$ cat src/sv/llb_pkg.sv
// ----------------------------------------------------------------------------
// llb_pkg
// Field widths, codes and controller/datapath handshake types.
// ----------------------------------------------------------------------------
`default_nettype none

package llb_pkg;

	localparam int LOAD_W    = 32;
	localparam int CNT_W     = 16;
	localparam int ATOM_W    = 16;
	localparam int TYPE_W    = 6;
	localparam int ACT_W     = 5;
	localparam int BKT_OUT_W = 4;

	localparam logic [ACT_W-1:0] ACTIVE_RST = 5'd16;

	localparam logic MODE_PLACE = 1'b0;
	localparam logic MODE_CLEAR = 1'b1;

	// Commands from the controller to the datapath.
	typedef struct packed {
		logic load_item;
		logic scan_rd;
		logic update;
		logic finish_place;
		logic finish_clear;
		logic clear_loads;
		logic sweep_wr;
	} cmd_t;

	// Status from the datapath to the controller.
	typedef struct packed {
		logic scan_last;
		logic sweep_last;
		logic out_stall;
	} sts_t;

endpackage

`default_nettype wire

$ cat src/sv/llb_ctrl.sv
// ----------------------------------------------------------------------------
// llb_ctrl
// Sequencer for scan, update, result and memory clearing sweep.
// ----------------------------------------------------------------------------
`default_nettype none

module llb_ctrl (
	input  wire           clk,
	input  wire           arst_n,
	input  wire           in_valid,
	input  wire           in_mode,
	output logic          in_ready,
	output llb_pkg::cmd_t cmd,
	input  llb_pkg::sts_t sts
);
	import llb_pkg::*;

	typedef enum logic [6:0] {
		ST_SWEEP  = 7'b0000001,
		ST_IDLE   = 7'b0000010,
		ST_SCAN   = 7'b0000100,
		ST_DRAIN  = 7'b0001000,
		ST_UPDATE = 7'b0010000,
		ST_COUNT  = 7'b0100000,
		ST_CLROUT = 7'b1000000
	} state_t;

	state_t state_q;
	state_t state_d;

	always_ff @(posedge clk or negedge arst_n) begin
		if (!arst_n) begin
			state_q <= ST_SWEEP;
		end else begin
			state_q <= state_d;
		end
	end

	always_comb begin
		state_d  = state_q;
		cmd      = '0;
		in_ready = 1'b0;
		case (state_q)
			ST_SWEEP: begin
				cmd.sweep_wr = 1'b1;
				if (sts.sweep_last) begin
					state_d = ST_IDLE;
				end
			end
			ST_IDLE: begin
				in_ready = 1'b1;
				if (in_valid) begin
					cmd.load_item = 1'b1;
					state_d = (in_mode == MODE_CLEAR) ? ST_CLROUT : ST_SCAN;
				end
			end
			ST_SCAN: begin
				cmd.scan_rd = 1'b1;
				if (sts.scan_last) begin
					state_d = ST_DRAIN;
				end
			end
			ST_DRAIN: begin
				// The last load read is compared in this cycle.
				state_d = ST_UPDATE;
			end
			ST_UPDATE: begin
				cmd.update = 1'b1;
				state_d = ST_COUNT;
			end
			ST_COUNT: begin
				if (!sts.out_stall) begin
					cmd.finish_place = 1'b1;
					state_d = ST_IDLE;
				end
			end
			ST_CLROUT: begin
				if (!sts.out_stall) begin
					cmd.finish_clear = 1'b1;
					cmd.clear_loads  = 1'b1;
					state_d = ST_SWEEP;
				end
			end
			default: begin
				state_d = ST_SWEEP;
			end
		endcase
	end

endmodule

`default_nettype wire

$ cat config.mk
export PLATFORM = sky130hd
export DESIGN_NAME = llb_ctrl
export DESIGN_NICKNAME = d
export VERILOG_FILES = /design/src/sv/llb_pkg.sv /design/src/sv/llb_ctrl.sv
export SDC_FILE = /design/constraint.sdc
export NUM_CORES = 1
export LEC_CHECK = 0
export BUFFER_PORTS_ARGS = -buffer_cell sky130_fd_sc_hd__buf_2
export CAP_MARGIN = 10
export CORE_AREA = 2 2 39 41
export CTS_CLUSTER_SIZE = 10
export DETAILED_ROUTE_END_ITERATION = 8
export DIE_AREA = 0 0 41 43
export GPL_TIMING_DRIVEN = 0
export PLACE_DENSITY = 0.61
export SLEW_MARGIN = 20
export SYNTH_ARGS = -nofsm -noshare
export SYNTH_HDL_FRONTEND = slang
export SYNTH_SLANG_ARGS = --single-unit
$ cat constraint.sdc
create_clock -name clk -period 1.85 [get_ports clk]
set_clock_uncertainty 0.1 [all_clocks]
set_input_delay 0.2775 -clock clk [delete_from_list [all_inputs] [get_ports clk]]
set_output_delay 0.2775 -clock clk [all_outputs]
set_load 0.005 [all_outputs]
==> impl_metrics.tcl, run 1 <==
set metrics [dict create \
    arrival_ns 1.42 \
    drcViolationCount 0 \
    antenna_cells 0 \
    fp-row-count 14 \
    finalPower_mw 0.7669 \
    ys.flop_type "dfrtp_1" \
    wl_per_cell_um 12.14 \
    crit_fanout 4 \
    grt_first_pass_wirelength_um 2014 \
    largest_register_ffs 7 \
    vias 515 \
    clk_path_buf_depth 2 \
    drt_iter0_drc 10 \
    p_leak_nw 0.3351 \
    cp.required_ns 1.47 \
    core_um2 1384 \
    maxSlewHeadroom_pct 84.04 \
    status "finished clean" \
    die_h_um 43 \
    post-place-cells 88 \
    grt_pass1_vias 464 \
    crit_family "simple AND/OR/NAND/NOR gates" \
    wl_um 1190 \
    cp_num_buf_inv 4 \
    start_kind "register" \
    cts_buffers 3 \
    die_w_um 41 \
    avgSynthCellArea_um2 8.500 \
    place.gp.congestion 0.8209 \
    nNetsFinal 90 \
    synthArstFlopShare_pct 100.0 \
    fmax_mhz 557.8 \
    largest_register "state_q" \
    period_share_pct 96.90 \
    syn_area_um2 493.0 \
    crit_slowest_cell "dfrtp_1" \
    final-instance-count-excl-fill 98 \
    synth_area_leader_cell "dfrtp_1" \
    yosysWarnings 0 \
    grt_max_degree 9 \
    clkLatencyLatePin_ns 0.25 \
    place_area_um2 583.1 \
    clock-sinks 7 \
    ys_ff_latch 7 \
    drive_above_1_share_pct 46.34 \
    rsz0062_at_grt "yes" \
    htree_levels 1 \
    ys_top_cells_by_count "nor2_1 (9), nand2_1 (8), dfrtp_1 (6)" \
    hpwl_um 838 \
    synth_area_leaders "dfrtp_1 (30%), nor2_1 (6.9%), nor3_4 (6.6%), nand2_1 (6.1%), dfstp_2 (5.3%)" \
    viasPerCell 5.255 \
    dp_slack_ns 0.1871 \
    synth_edf_count 0 \
    vdd_drop_max_mv 0.5557 \
    hold_class "in -> reg" \
    crit_top_cell "inv_2" \
    final_area_um2 683.2 \
    grt_overflow 0 \
    syn_inst 58 \
    hold_violations 0 \
    max_stage_delay_ns 0.37 \
    cts_tree "yes" \
    yosysSeqAreaShare_pct 35.79 \
    synthToLayoutAreaGrowth_pct 38.58 \
    global_route.usage.total_pct 17.14 \
    powerDensity_nw_per_um2 1123 \
    fin_ws_ns 0.05728 \
    maxCapViolations 0 \
    reg.largest.list "state_q: 7 flops" \
    path_clk_slew_ns 0.05 \
    final-max-slew-violation-count 0 \
    cp-end-kind "output pin" \
    portBuffers 14 \
    clockRootBuffer "clkbuf_4" \
    synth.top_cell.area_share_pct 30.46 \
    setup_viol 0 \
    io-pin-count 15 \
    worstMarginPinSlew_ns 0.2393 \
    cp_cell_sequence "buf_6 -> nor3_4 -> nand3_2 -> inv_2 -> nand2_2 -> inv_2 -> buf_2" \
    synth_cell_types 28 \
    fin_crit_ns 1.793 \
    synth_most_common_cell "nor2_1" \
    drt_pass1_iterations 4 \
    syn-num-nets 65 \
    initial_core_util_pct 35.62 \
    worst_hold_slack_ns 0.1147 \
    critPathKind "reg -> out" \
    antenna_found_initial 0 \
    die-area_um2 1763 \
    ant_nets 0 \
]
-- logic make-up after synthesis --
kind of cell	after synthesis	share of synthesized area, %
and+or+nand+nor	32	39.09
xor gates and xnor gates	2	3.554
AOI/OAI and AO/OA	11	14.72
buffers and inverters	6	6.854
DFF	7	35.79
-- power by group --
| part | switching [mW] | internal, mW | leakage, nW |
|---|---|---|---|
| sequential | 0.0593 | 0.195 | 0.0881 |
| clock | 0.0596 | 0.0825 | 0.0150 |
| combinational | 0.185 | 0.186 | 0.232 |
| total | 0.303 | 0.464 | 0.335 |
-- cell type report --
type	count	area [µm²]
plain buffers	1	11.26
clock buffers	4	26.28
fillers	135	700.7
inverters	4	15.01
multi-input cells	45	305.3
flip-flops and latches	7	180.2
well taps	16	20.02
repair buffers	21	125.1
-- cells in the final DEF, fill, tap and decap left out, types with 2 or more instances in the layout --
cell,netlist,routed
buf_2,0,14
nor2_1,9,9
nand2_1,8,6
buf_4,1,6
nor3_4,2,3
o22ai_1,3,3
clkbuf_4,0,3
dfrtp_2,0,3
dfrtp_1,6,3
inv_1,2,2
and4_1,2,2
inv_2,2,2
nand2_2,0,2
nor3b_1,2,2
a21oi_1,2,2
xor2_1,2,2
-- final timing paths --
check                             end       start  slack (ns)  depth (start not counted)
min in group asynchronous  state_q[5]      arst_n        0.30                          2
max                            cmd[6]  state_q[4]        0.06                          7
max in group asynchronous  state_q[0]      arst_n        1.12                          2
min                        state_q[2]     in_mode        0.11                          2
min reg2reg                state_q[1]  state_q[3]        0.57                          3
max reg2reg                state_q[1]  state_q[4]        0.36                          6
-- per-layer routing --
metal	track usage (%)	share of wire, %	wire length (µm)	up-vias
li1	-	-	-	255
met1	23.26	44	526	242
met2	25.31	50	590	13
met3	1.571	3.7	44	5
met4	10.00	2.4	28	0
met5	0	0	0	-
-- worst reg2reg max path, stage by stage (launching register included) --
cell and delay (ns):
dfrtp_1 0.37, buf_6 0.13, nor3_4 0.23, nand2_2 0.11
buf_4 0.15, o22ai_1 0.14, o22ai_1 0.12
-- timing repair --
action                     in CTS  in global routing
gates cloned                    0                  0
setup endpoints to repair       3                  5
hold buffers                    1                  0
gates resized for setup         4                  4
buffers inserted                1                  5
pin swaps                       2                  3
hold endpoints to repair        7                  0
-- stage by stage --
step / utilization (%) / setup TNS [ns]
global route: 49.37 / -0.05918
detailed placement: 42.13 / 0
global placement: 42.13 / 0
finish: 49.37 / 0
CTS: 46.02 / 0
floorplan: - / 0
(Power assumes the default switching activity.)
==> inputs of run 2 (changes only) <==
Settings changed: ABC_AREA from default to 0.
Clock period 1.85 ns to 1.8 ns, I/O delays scaled along.
==> impl_metrics.tcl, run 2 (synthesis gave the netlist of run 1 again) <==
set metrics [dict create \
    status "finished clean" \
    wl_um 1259 \
    seq_power_share_pct 32.1 \
    p_leak_nw 0.3553 \
    maxCapViolations 0 \
    powerDensity_nw_per_um2 1139 \
    cp-end-kind "output pin" \
    critPathKind "reg -> out" \
    vias 529 \
    drt_iter0_drc 7 \
    path_clk_slew_ns 0.06 \
    htree_levels 1 \
    die-area_um2 1763 \
    n_fill_cell 134 \
    grt_first_pass_wirelength_um 2118 \
    io-pin-count 15 \
    max_stage_delay_ns 0.37 \
    r2r_cells 6 \
    drive_above_1_share_pct 52.38 \
    place.gp.congestion 0.8209 \
    maxSlewHeadroom_pct 82.68 \
    grt_overflow 0 \
    final-max-slew-violation-count 0 \
    die_h_um 43 \
    hold_class "in -> reg" \
    final_cell_mix "buf_2 (14), buf_4 (8), nor2_1 (7)" \
    crit_slowest_cell "dfrtp_1" \
    combPwrFrac_pct 49.9 \
    crit_fanout 4 \
    grt_pass1_vias 480 \
    antenna_found_initial 0 \
    portBuffers 14 \
    hpwl_um 838 \
    ant_nets 0 \
    drt_pass1_iterations 4 \
    final_common_cell "buf_2" \
    clockRootBuffer "clkbuf_4" \
    p_switching_mw 0.3215 \
    fin_ws_ns 0.06567 \
    switching_share_pct 39.58 \
    drcViolationCount 0 \
    internal_power_mw 0.4909 \
    antenna_cells 0 \
    grt_max_degree 9 \
    fp-row-count 14 \
    fmax_mhz 576.6 \
    reg.largest.list "state_q: 7 flops" \
    cp_cell_sequence "buf_6 -> buf_4 -> nor2_2 -> and4_1 -> buf_2" \
    largest_register "state_q" \
    nNetsFinal 92 \
    clkPwrFrac_pct 18.0 \
    fin_crit_ns 1.734 \
    clk_path_buf_depth 2 \
    rrSetupSlack_ns 0.33 \
    clock-sinks 7 \
    dp_slack_ns 0.1446 \
    finalPower_mw 0.8124 \
    vdd_drop_max_mv 0.5773 \
    cp.required_ns 1.43 \
    arrival_ns 1.36 \
    hold_depth 2 \
    setup_viol 0 \
    start_kind "register" \
    initial_core_util_pct 35.62 \
    period_share_pct 96.35 \
    cts_buffers 3 \
    synthToLayoutAreaGrowth_pct 44.67 \
    cts_tree "yes" \
    viasPerCell 5.290 \
    largest_register_ffs 7 \
    wl_per_cell_um 12.59 \
    die_w_um 41 \
    clkLatencyLatePin_ns 0.26 \
    global_route.usage.total_pct 17.95 \
    core_um2 1384 \
    hold_violations 0 \
    worstMarginPinSlew_ns 0.2599 \
]
run 2: changes by cell type in the layout (fill, tap and decap cells not counted), sizes merged:
cell / change
buf: +2
run 2: power by group through the flow:
stage | Sequential, mW | Clock (mW) | Combinational, mW
after floorplan | 0.248 | 0 | 0.223
after global placement | 0.260 | 0 | 0.300
after detailed placement | 0.261 | 0 | 0.299
after CTS | 0.255 | 0.149 | 0.333
after global routing | 0.268 | 0.157 | 0.448
final | 0.261 | 0.146 | 0.405
run 2: worst paths after layout:
check | startpoint | to
min reg2reg | state_q[1] | state_q[5]
max reg2reg | state_q[4] | state_q[0]
min in group asynchronous | arst_n | state_q[5]
min | in_mode | state_q[2]
max | state_q[4] | cmd[5]
max in group asynchronous | arst_n | state_q[0]
run 2: area by class of cell:
type / instances / area [µm²] / area share [%]
Clock buffer: 4 / 26.28 / 3.684
Buffer: 1 / 11.26 / 1.579
Tap cell: 16 / 20.02 / 2.807
Timing Repair Buffer: 23 / 140.1 / 19.65
Sequential cell: 7 / 180.2 / 25.26
Multi-Input combinational cell: 45 / 320.3 / 44.91
Inverter: 4 / 15.01 / 2.105
run 2: worst max-delay path, delay by kind of cell (launching register included):
family / cells / cell delay (ns)
buffers and inverters: 3 / 0.40
flip-flops: 1 / 0.37
AND/OR/NAND/NOR: 2 / 0.34
run 2: metrics by stage:
stage | hold slack [ns] | cells | instance area, µm² | utilization, % | TNS (ns)
2_1_floorplan | -0.1256 | 58 | 493.0 | - | 0
3_5_place_dp | 0.01754 | 88 | 583.1 | 42.13 | 0
5_1_grt | 0.1083 | 100 | 713.2 | 51.54 | -0.01002
3_3_place_gp | 0.01885 | 88 | 583.1 | 42.13 | 0
4_1_cts | 0.1062 | 96 | 651.9 | 47.11 | -0.003439
6_report | 0.1059 | 100 | 713.2 | 51.54 | 0
run 2: routing by layer:
metal / part of all wire (%) / wire length [µm] / vias to the layer above / global-route usage [%]
li1: - / - / 261 / -
met1: 40 / 508 / 247 / 24.25
met2: 53 / 668 / 15 / 26.88
met3: 4.3 / 54 / 6 / 1.571
met4: 2.1 / 26 / 0 / 10.00
met5: 0 / 0 / - / 0
run 2: repair_timing:
item | CTS | global route
endpoints found under the setup margin | 3 | 6
hold buffers | 1 | 0
setup buffers | 3 | 5
resized for setup | 4 | 9
pin swaps | 2 | 3
hold endpoints to repair | 7 | 0
==> inputs of run 3 (changes only) <==
--- a/config.mk
+++ b/config.mk
@@ -8,3 +8,2 @@
 export ABC_AREA = 0
-export BUFFER_PORTS_ARGS = -buffer_cell sky130_fd_sc_hd__buf_2
 export CAP_MARGIN = 10
@@ -14,4 +13,5 @@
 export DIE_AREA = 0 0 41 43
+export DONT_BUFFER_PORTS = 1
 export GPL_TIMING_DRIVEN = 0
-export PLACE_DENSITY = 0.61
+export PLACE_DENSITY = 0.51
 export SLEW_MARGIN = 20
==> constraint.sdc (replaced) <==
create_clock -name clk -period 1.8 [get_ports clk]
set_clock_uncertainty 0.1 [all_clocks]
set_input_delay 0.36 -clock clk [delete_from_list [all_inputs] [get_ports clk]]
set_output_delay 0.36 -clock clk [all_outputs]
set_load 0.005 [all_outputs]
==> impl_metrics.tcl, run 3 (synthesis gave the netlist of run 1 again) <==
set metrics [dict create \
    seq_power_share_pct 32.3 \
    synthToLayoutAreaGrowth_pct 31.47 \
    cp-end-kind "output pin" \
    hpwl_um 828.2 \
    combPwrFrac_pct 49.4 \
    maxCapViolations 0 \
    cts_tree "yes" \
    reg2reg_to "state_q[1]" \
    powerDensity_nw_per_um2 1228 \
    hp-start "in_mode" \
    switching_share_pct 40.99 \
    final_cell_mix "nor2_1 (9), buf_4 (9), nand2_1 (5)" \
    drt_iter0_drc 11 \
    htree_levels 1 \
    arrival_ns 1.33 \
    place.gp.congestion 0.7672 \
    timing.rr.start "state_q[4]" \
    hold_depth 1 \
    hold-path-endpoint "state_q[2]" \
    period_share_pct 99.22 \
    hold_violations 0 \
    initial_core_util_pct 35.62 \
    die_h_um 43 \
    grt_overflow 0 \
    final_area_um2 648.1 \
    p_switching_mw 0.3261 \
    largest_register "state_q" \
    grt_max_degree 8 \
    drt_pass1_iterations 5 \
    fin_crit_ns 1.786 \
    vdd_drop_max_mv 0.5798 \
    path_clk_slew_ns 0.05 \
    wl_per_cell_um 15.71 \
    crit_fanout 6 \
    viasPerCell 5.616 \
    critPathKind "reg -> out" \
    rrSetupSlack_ns 0.35 \
    rsz0062_at_grt "yes" \
    p_leak_nw 0.2846 \
    cp.required_ns 1.34 \
    ant_nets 0 \
    status "finished clean" \
    internal_power_mw 0.4695 \
    final-max-slew-violation-count 0 \
    grt_first_pass_wirelength_um 2111 \
    antenna_cells 0 \
    global_route.usage.total_pct 18.76 \
    place_area_um2 513.0 \
    clk_path_buf_depth 2 \
    portBuffers 0 \
    drive_above_1_share_pct 41.43 \
    fmax_mhz 559.9 \
    maxSlewHeadroom_pct 76.24 \
    cts_buffers 3 \
    largest_register_ffs 7 \
    die-area_um2 1763 \
    clock-sinks 7 \
    hold_class "in -> reg" \
    nNetsFinal 78 \
    wl_um 1351 \
    io-pin-count 15 \
    r2r_cells 5 \
    fp-row-count 14 \
    core_um2 1384 \
    clockRootBuffer "clkbuf_4" \
    die_w_um 41 \
    antenna_found_initial 0 \
    startpoint "state_q[5]" \
    clkPwrFrac_pct 18.4 \
    fin_tns_setup_ns 0 \
    grt_pass1_vias 467 \
    vias 483 \
    worstMarginPinSlew_ns 0.3552 \
    clkLatencyLatePin_ns 0.26 \
    drcViolationCount 0 \
    setup_viol 0 \
    start_kind "register" \
    reg.largest.list "state_q: 7 flops" \
]
-- run 3: power groups by stage --
stage | registers, mW | logic [mW] | clock network (mW)
after CTS | 0.255 | 0.324 | 0.155
after floorplan | 0.248 | 0.223 | 0
after global placement | 0.259 | 0.266 | 0
after detailed placement | 0.261 | 0.265 | 0
final | 0.257 | 0.393 | 0.146
after global routing | 0.262 | 0.425 | 0.161
-- run 3: repair_timing --
| action | CTS | global route |
|---|---|---|
| endpoints found under the hold margin | 7 | 0 |
| pin swaps | 5 | 6 |
| buffers inserted | 5 | 3 |
| hold buffers | 1 | 0 |
| endpoints found under the setup margin | 4 | 6 |
| gates resized for setup | 6 | 8 |
-- run 3: critical path, stage by stage, from the launching register on --
cell and delay (ns):
dfrtp_1 0.45, inv_2 0.15, nand2_1 0.12, nor3_4 0.21
buf_4 0.14
-- run 3: worst max-delay path by stage --
stage	endpoint	slack [ns]	cells past startpoint
finish	cmd[2]	0.01	4
global route	cmd[0]	-0.08	3
CTS	cmd[2]	-0.06	4
detailed placement	cmd[2]	0.03	5
global placement	cmd[2]	0.04	5
floorplan	cmd[2]	0.15	5
-- run 3: per-layer routing --
metal / share of wire (%) / global-route usage, % / wire length, µm
met1: 39 / 22.92 / 531
met2: 53 / 26.88 / 716
met3: 6.4 / 6.283 / 86
met4: 1.2 / 12.00 / 16
met5: 0 / 0 / 0
-- run 3: layout make-up --
cell class / instances / area, µm²
buffer: 1 / 7.507
clock buffer: 4 / 26.28
fill: 145 / 735.7
inverter: 4 / 17.52
multi-input combinational: 45 / 326.6
sequential: 7 / 180.2
tap: 16 / 20.02
timing repair buffer: 9 / 70.07
-- run 3: stage by stage --
| step | util, % | setup slack (ns) | cells | hold slack [ns] | total power, mW |
|---|---|---|---|---|---|
| global placement | 37.07 | 0.03876 | 74 | -0.03536 | 0.5258 |
| detailed placement | 37.07 | 0.03331 | 74 | -0.03528 | 0.5257 |
| finish | 46.84 | 0.01398 | 86 | 0.08952 | 0.7957 |
| global route | 46.84 | -0.07626 | 86 | 0.09836 | 0.8470 |
| floorplan | - | 0.1453 | 58 | -0.03559 | 0.4708 |
| CTS | 44.03 | -0.06196 | 84 | 0.07777 | 0.7340 |
